### src/hw/rtl/mwac_pkg.sv
// Shared types and constants for the magnetometer window average / calibrate core.
// No dependencies; imported by mwac_lane and the top level.
package mwac_pkg;

    localparam int DATA_W      = 16;
    localparam int NUM_AXES    = 3;
    localparam int CFG_IDX_W   = 3;
    localparam int SCALE_SHIFT = 14;
    localparam int CORR_PROD_W = 2 * DATA_W + 2;

    localparam logic [DATA_W-1:0]        SCALE_ONE   = 16'd16384;
    localparam logic signed [DATA_W-1:0] RESTART_MIN = 16'sd4096;
    localparam logic signed [DATA_W-1:0] RESTART_MAX = -16'sd4096;
    localparam logic signed [DATA_W-1:0] SAT_POS     = 16'sh7FFF;
    localparam logic signed [DATA_W-1:0] SAT_NEG     = 16'sh8000;

    localparam logic [CFG_IDX_W-1:0] CFG_CALIB    = 3'd0;
    localparam logic [CFG_IDX_W-1:0] CFG_OFFSET_X = 3'd1;
    localparam logic [CFG_IDX_W-1:0] CFG_OFFSET_Y = 3'd2;
    localparam logic [CFG_IDX_W-1:0] CFG_OFFSET_Z = 3'd3;
    localparam logic [CFG_IDX_W-1:0] CFG_SCALE_X  = 3'd4;
    localparam logic [CFG_IDX_W-1:0] CFG_SCALE_Y  = 3'd5;
    localparam logic [CFG_IDX_W-1:0] CFG_SCALE_Z  = 3'd6;

    // per-stage advance strobes shared by all lanes
    typedef struct packed {
        logic push;     // sample request accepted, window shifts
        logic adv1;     // sum stage -> reciprocal product
        logic adv2;     // product -> average, min/max update
        logic adv3;     // average -> scale product
        logic adv4;     // scale product -> output register
        logic restart;  // item in product stage is a restart request
        logic calib;    // min/max tracking enabled
    } t_lane_ctl;

endpackage

### src/hw/rtl/mwac_lane.sv
// One axis lane: sliding window with running sum, divide by window depth,
// min/max tracking and offset/scale correction. Depends on mwac_pkg.
module mwac_lane import mwac_pkg::*; #(
    parameter int WINDOW_DEPTH = 10
) (
    input  logic                     i_clk,
    input  logic                     i_rst_n,
    input  t_lane_ctl                i_ctl,
    input  logic signed [DATA_W-1:0] i_sample,
    input  logic signed [DATA_W-1:0] i_offset,
    input  logic        [DATA_W-1:0] i_scale,
    output logic signed [DATA_W-1:0] o_avg,
    output logic signed [DATA_W-1:0] o_corr,
    output logic signed [DATA_W-1:0] o_min,
    output logic signed [DATA_W-1:0] o_max
);

    localparam int LOG_D  = $clog2(WINDOW_DEPTH);
    localparam int SUM_W  = DATA_W + LOG_D;
    localparam int SHIFT  = SUM_W + LOG_D;
    localparam int PROD_W = SUM_W + SHIFT + 1;
    localparam logic [63:0] RECIP_FULL =
        ((64'd1 << SHIFT) + 64'(WINDOW_DEPTH) - 64'd1) / 64'(WINDOW_DEPTH);
    localparam logic [SHIFT:0] RECIP = RECIP_FULL[SHIFT:0];
    localparam logic signed [CORR_PROD_W-1:0] TRUNC_BIAS =
        CORR_PROD_W'((1 << SCALE_SHIFT) - 1);

    logic signed [DATA_W-1:0]   r_win [WINDOW_DEPTH];
    logic signed [SUM_W-1:0]    r_sum;
    logic signed [SUM_W-1:0]    n_sum;
    logic [SUM_W-1:0]           mag;
    logic [PROD_W-1:0]          r_s2_prod;
    logic                       r_s2_neg;
    logic [DATA_W:0]            quo;
    logic [DATA_W:0]            avg_ext;
    logic signed [DATA_W-1:0]   avg;
    logic signed [DATA_W:0]     n_diff;
    logic signed [DATA_W-1:0]   r_min;
    logic signed [DATA_W-1:0]   r_max;
    logic signed [DATA_W-1:0]   n_min;
    logic signed [DATA_W-1:0]   n_max;
    logic signed [DATA_W-1:0]   r_s3_avg;
    logic signed [DATA_W:0]     r_s3_diff;
    logic signed [CORR_PROD_W-1:0] r_s4_prod;
    logic signed [DATA_W-1:0]   r_s4_avg;
    logic signed [DATA_W-1:0]   r_s4_min;
    logic signed [DATA_W-1:0]   r_s4_max;
    logic signed [CORR_PROD_W-1:0] adj;
    logic signed [CORR_PROD_W-1:0] shq;
    logic [CORR_PROD_W-DATA_W:0]   upper;

    // window shift line and running sum
    assign n_sum = r_sum - SUM_W'(r_win[0]) + SUM_W'(i_sample);

    always_ff @(posedge i_clk) begin
        if (!i_rst_n) begin
            for (int i = 0; i < WINDOW_DEPTH; i++) begin
                r_win[i] <= '0;
            end
            r_sum <= '0;
        end else if (i_ctl.push) begin
            for (int i = 0; i < WINDOW_DEPTH - 1; i++) begin
                r_win[i] <= r_win[i + 1];
            end
            r_win[WINDOW_DEPTH - 1] <= i_sample;
            r_sum <= n_sum;
        end
    end

    // divide by depth: magnitude times rounded-up reciprocal
    assign mag = r_sum[SUM_W-1] ? SUM_W'(-r_sum) : SUM_W'(r_sum);

    always_ff @(posedge i_clk) begin
        if (i_ctl.adv1) begin
            r_s2_prod <= PROD_W'(mag) * PROD_W'(RECIP);
            r_s2_neg  <= r_sum[SUM_W-1];
        end
    end

    assign quo     = r_s2_prod[SHIFT +: DATA_W + 1];
    assign avg_ext = r_s2_neg ? (DATA_W + 1)'(-quo) : quo;
    assign avg     = avg_ext[DATA_W-1:0];
    assign n_diff  = {avg[DATA_W-1], avg} - {i_offset[DATA_W-1], i_offset};

    always_comb begin
        n_min = r_min;
        n_max = r_max;
        if (i_ctl.restart) begin
            n_min = RESTART_MIN;
            n_max = RESTART_MAX;
        end else if (i_ctl.calib) begin
            if (avg < r_min) begin
                n_min = avg;
            end
            if (avg > r_max) begin
                n_max = avg;
            end
        end
    end

    always_ff @(posedge i_clk) begin
        if (!i_rst_n) begin
            r_min <= '0;
            r_max <= '0;
        end else if (i_ctl.adv2) begin
            r_min <= n_min;
            r_max <= n_max;
        end
    end

    always_ff @(posedge i_clk) begin
        if (i_ctl.adv2) begin
            r_s3_avg  <= avg;
            r_s3_diff <= n_diff;
        end
    end

    always_ff @(posedge i_clk) begin
        if (i_ctl.adv3) begin
            r_s4_prod <= CORR_PROD_W'(r_s3_diff * $signed({1'b0, i_scale}));
            r_s4_avg  <= r_s3_avg;
            r_s4_min  <= r_min;
            r_s4_max  <= r_max;
        end
    end

    // truncate toward zero, then saturate
    assign adj   = r_s4_prod + (r_s4_prod[CORR_PROD_W-1] ? TRUNC_BIAS : '0);
    assign shq   = adj >>> SCALE_SHIFT;
    assign upper = shq[CORR_PROD_W-1:DATA_W-1];

    always_comb begin
        if (&upper || ~|upper) begin
            o_corr = shq[DATA_W-1:0];
        end else if (shq[CORR_PROD_W-1]) begin
            o_corr = SAT_NEG;
        end else begin
            o_corr = SAT_POS;
        end
    end

    assign o_avg = r_s4_avg;
    assign o_min = r_s4_min;
    assign o_max = r_s4_max;

endmodule

### config.mk
export PLATFORM = sky130hd
export DESIGN_NAME = mwac_lane
export DESIGN_NICKNAME = d
export VERILOG_FILES = /design/src/hw/rtl/mwac_pkg.sv /design/src/hw/rtl/mwac_lane.sv
export SDC_FILE = /design/constraint.sdc
export NUM_CORES = 2
export LEC_CHECK = 0
export ABC_AREA = 1
export BUFFER_PORTS_ARGS = -buffer_cell sky130_fd_sc_hd__buf_2
export CORE_ASPECT_RATIO = 0.7
export CORE_MARGIN = 5
export CORE_UTILIZATION = 30
export DETAILED_ROUTE_END_ITERATION = 10
export SYNTH_ARGS = -nofsm -noshare
export SYNTH_HDL_FRONTEND = slang
export SYNTH_SLANG_ARGS = --single-unit
### constraint.sdc
create_clock -name i_clk -period 7.08 [get_ports i_clk]
set_input_delay 2.124 -clock i_clk [delete_from_list [all_inputs] [get_ports i_clk]]
set_output_delay 2.124 -clock i_clk [all_outputs]
set_load 0.05 [all_outputs]
==> metrics <==
clock sink count 344; drt pass-1 iters 5; cts hold-fix bufs 0; Hold WC Path Type register to register; CTS root buf clkbuf_16; Worst-Skew Late Latency 0.59 ns; Crit path max-delay family adder cells; initial antenna violation count 8; post-DP HPWL 71.1 mm; critical path type input pin to register; CP arrival 7.14 ns; cells on worst reg2reg path 28; layout cell share with drive strength beyond 1 0.116; maxcap violations 0; Hold Crit Depth 0; DRC Markers 0; IO Count 121; via count of the routed design 26100; Routed Antenna Nets 0; # rows 105; most used cell, CP fa_1; commonest non-fill, non-tap cell in the layout inv_1; r2r endpoint r_s2_prod[37]; Post-Route WL 86.7 mm; synth unique cells 46; Max stage delay on crit path 0.63 ns; Finished Layout Cells 5969; Vias/cell 4.38; period utilization 0.967; pin count of the biggest net entering global routing 118; worst-path fanout max 5; Port Buf Inserts 119; Worst Hold Launch r_s3_avg[6]; most frequent cells in the layout inv_1, nand2_1, fa_1; Critical Path Source Type input pin; Area contributors post-synth edfxtp_1, fa_1, ha_1; FILL cells 12100; design area 41500 um2; area leader, netlist edfxtp_1; post-synth top area share 0.246; area grow syn2layout 16.2%; R2R setup slack 0.26 ns; top_reg_cell synth edfxtp_1; die height 299 um; Core Region 118000 um2; max-slew violation count 0; fmax 146 MHz; Post-Synthesis Cells 4122; clk buf depth 3; Die Span X 422 um; TritonCTS buffer count 40; Seq cells post-synth 344; Placement Setup Slack -0.449 ns; Worst-path clk slew 0.06 ns; first-pass GRT wire length 144 mm; final-report hold violation count 0; Area after DPL 39600 um2; Ys Warns 0; gr usage total 0.140; Mean Syn Cell Area 8.66 um2; Seq/Total Area, Yosys 0.275; placed insts 5889; Mapped Nets 4973; Die Area 126000 um2; max_slew headroom 0.260; grt total ovfl 0; final setup vio count 0; CP Cell Sequence clkbuf_4 -> nand2_1 -> inv_1 -> fa_2 -> inv_2 -> fa_2 -> fa_1 -> fa_1 -> fa_1 -> fa_1 -> inv_1 -> ha_1 -> buf_4 -> nand2_1 -> inv_1 -> a21oi_1 -> o21ai_0 -> a21oi_1 -> o21ai_0 -> xor2_1; Iter 0 DRT Violations 1841; Initial Util 0.303; reg2reg start r_sum[0]; Async S/R FF share, synth 0; hold worst-path end o_avg[6]; Worst-Margin Slew 1.11 ns; multi-input logic area 21900 um2; GP Congestion 0.893; Final WS setup 0.236 ns; Final nets 5236; Post-synth EDFFs 292; status finished, final reports clean; wire per inst 14.5 um; clock skew 0.0374 ns; H-tree depth 2; slowest CP cell fa_2; TritonCTS clock tree yes; min Tclk post-route 6.84 ns; cell area after synthesis 35700 um2; Seq. cell area 9810 um2; CP Data Required Time 7.38 ns; CP Buf/Inv Count 6; vias in the first global route 27200; CP endpoint kind register
[repair_timing]
action | in CTS | in global routing
endpoints found under the setup margin | 0 | 27
resized for setup | 0 | 97
setup buffers | 0 | 5
[cells by family (layout without fill, tap and decap cells)]
group | after synthesis | in the layout | share of synthesized area
AO/OA/AOI/OAI | 342 | 342 | 0.0522
XOR/XNOR | 116 | 116 | 0.0287
adder cells (fa/ha/maj) | 794 | 794 | 0.369
buffers and inverters | 1194 | 1486 | 0.126
flip-flops | 344 | 344 | 0.275
other | 0 | 4 | 0
AND/OR/NAND/NOR | 1332 | 1332 | 0.149
[worst max-delay path by stage]
stage | startpoint | end | slack (ns) | depth (start not counted)
floorplan | i_scale[9] | r_s4_prod[30] | 0.009 | 24
global placement | i_scale[2] | r_s4_prod[30] | -0.42 | 22
detailed placement | i_scale[8] | r_s4_prod[33] | -0.45 | 18
CTS | r_sum[0] | r_s2_prod[37] | 0.06 | 31
global route | r_sum[1] | r_s2_prod[38] | -0.03 | 33
finish | i_scale[3] | r_s4_prod[25] | 0.24 | 20
[layer usage]
layer / vias up / global-route usage / part of all wire
met5: - / 0 / 0.00015
met4: 2 / 0.0252 / 0.016
met3: 75 / 0.0301 / 0.066
met2: 563 / 0.210 / 0.42
met1: 12400 / 0.209 / 0.50
li1: 13100 / - / -
[area by class of cell]
type	count	share of cell area
well taps	1551	0.0468
repair buffers	331	0.0552
inverters	1084	0.0982
clock buffers	46	0.0247
diodes	4	0.000241
multi-input cells	2584	0.529
flip-flops and latches	344	0.236
clock inverters	25	0.00935
[stage by stage]
step	hold slack, ns	utilization	TNS, ns
global route	0.429	0.352	-0.0942
finish	0.422	0.352	0
CTS	0.421	0.348	0
global placement	0.404	0.336	-5.92
floorplan	0.400	-	0
detailed placement	0.406	0.336	-6.55
[registers in the layout, summed over array words and instances, names as in the netlist]
| name | count |
|---|---|
| r_win | 160 |
| r_s4_prod | 34 |
| r_sum | 20 |
| r_s3_diff | 17 |
| o_avg | 16 |
| o_max | 16 |
| o_min | 16 |
| r_max | 16 |
| r_min | 16 |
| r_s2_prod | 16 |
| r_s3_avg | 16 |
| r_s2_neg | 1 |
[cell usage after synthesis (8+ instances only)]
| cell | number |
|---|---|
| nor4_1 | 8 |
| nand4_1 | 23 |
| fa_1 | 432 |
| o21ai_0 | 94 |
| a21oi_1 | 182 |
| xor2_1 | 81 |
| nor2_1 | 365 |
| inv_1 | 1079 |
| nor3_1 | 25 |
| a31oi_1 | 12 |
| o21a_1 | 9 |
| a21o_1 | 17 |
| edfxtp_1 | 292 |
| clkbuf_1 | 95 |
| nand2_1 | 782 |
| ha_1 | 362 |
| nand3_1 | 108 |
| xnor2_1 | 34 |
| dfxtp_1 | 52 |
Power is left out: the tool's default activity adds up to more than one toggle a clock period on the data nets, which glitch-free logic cannot reach.
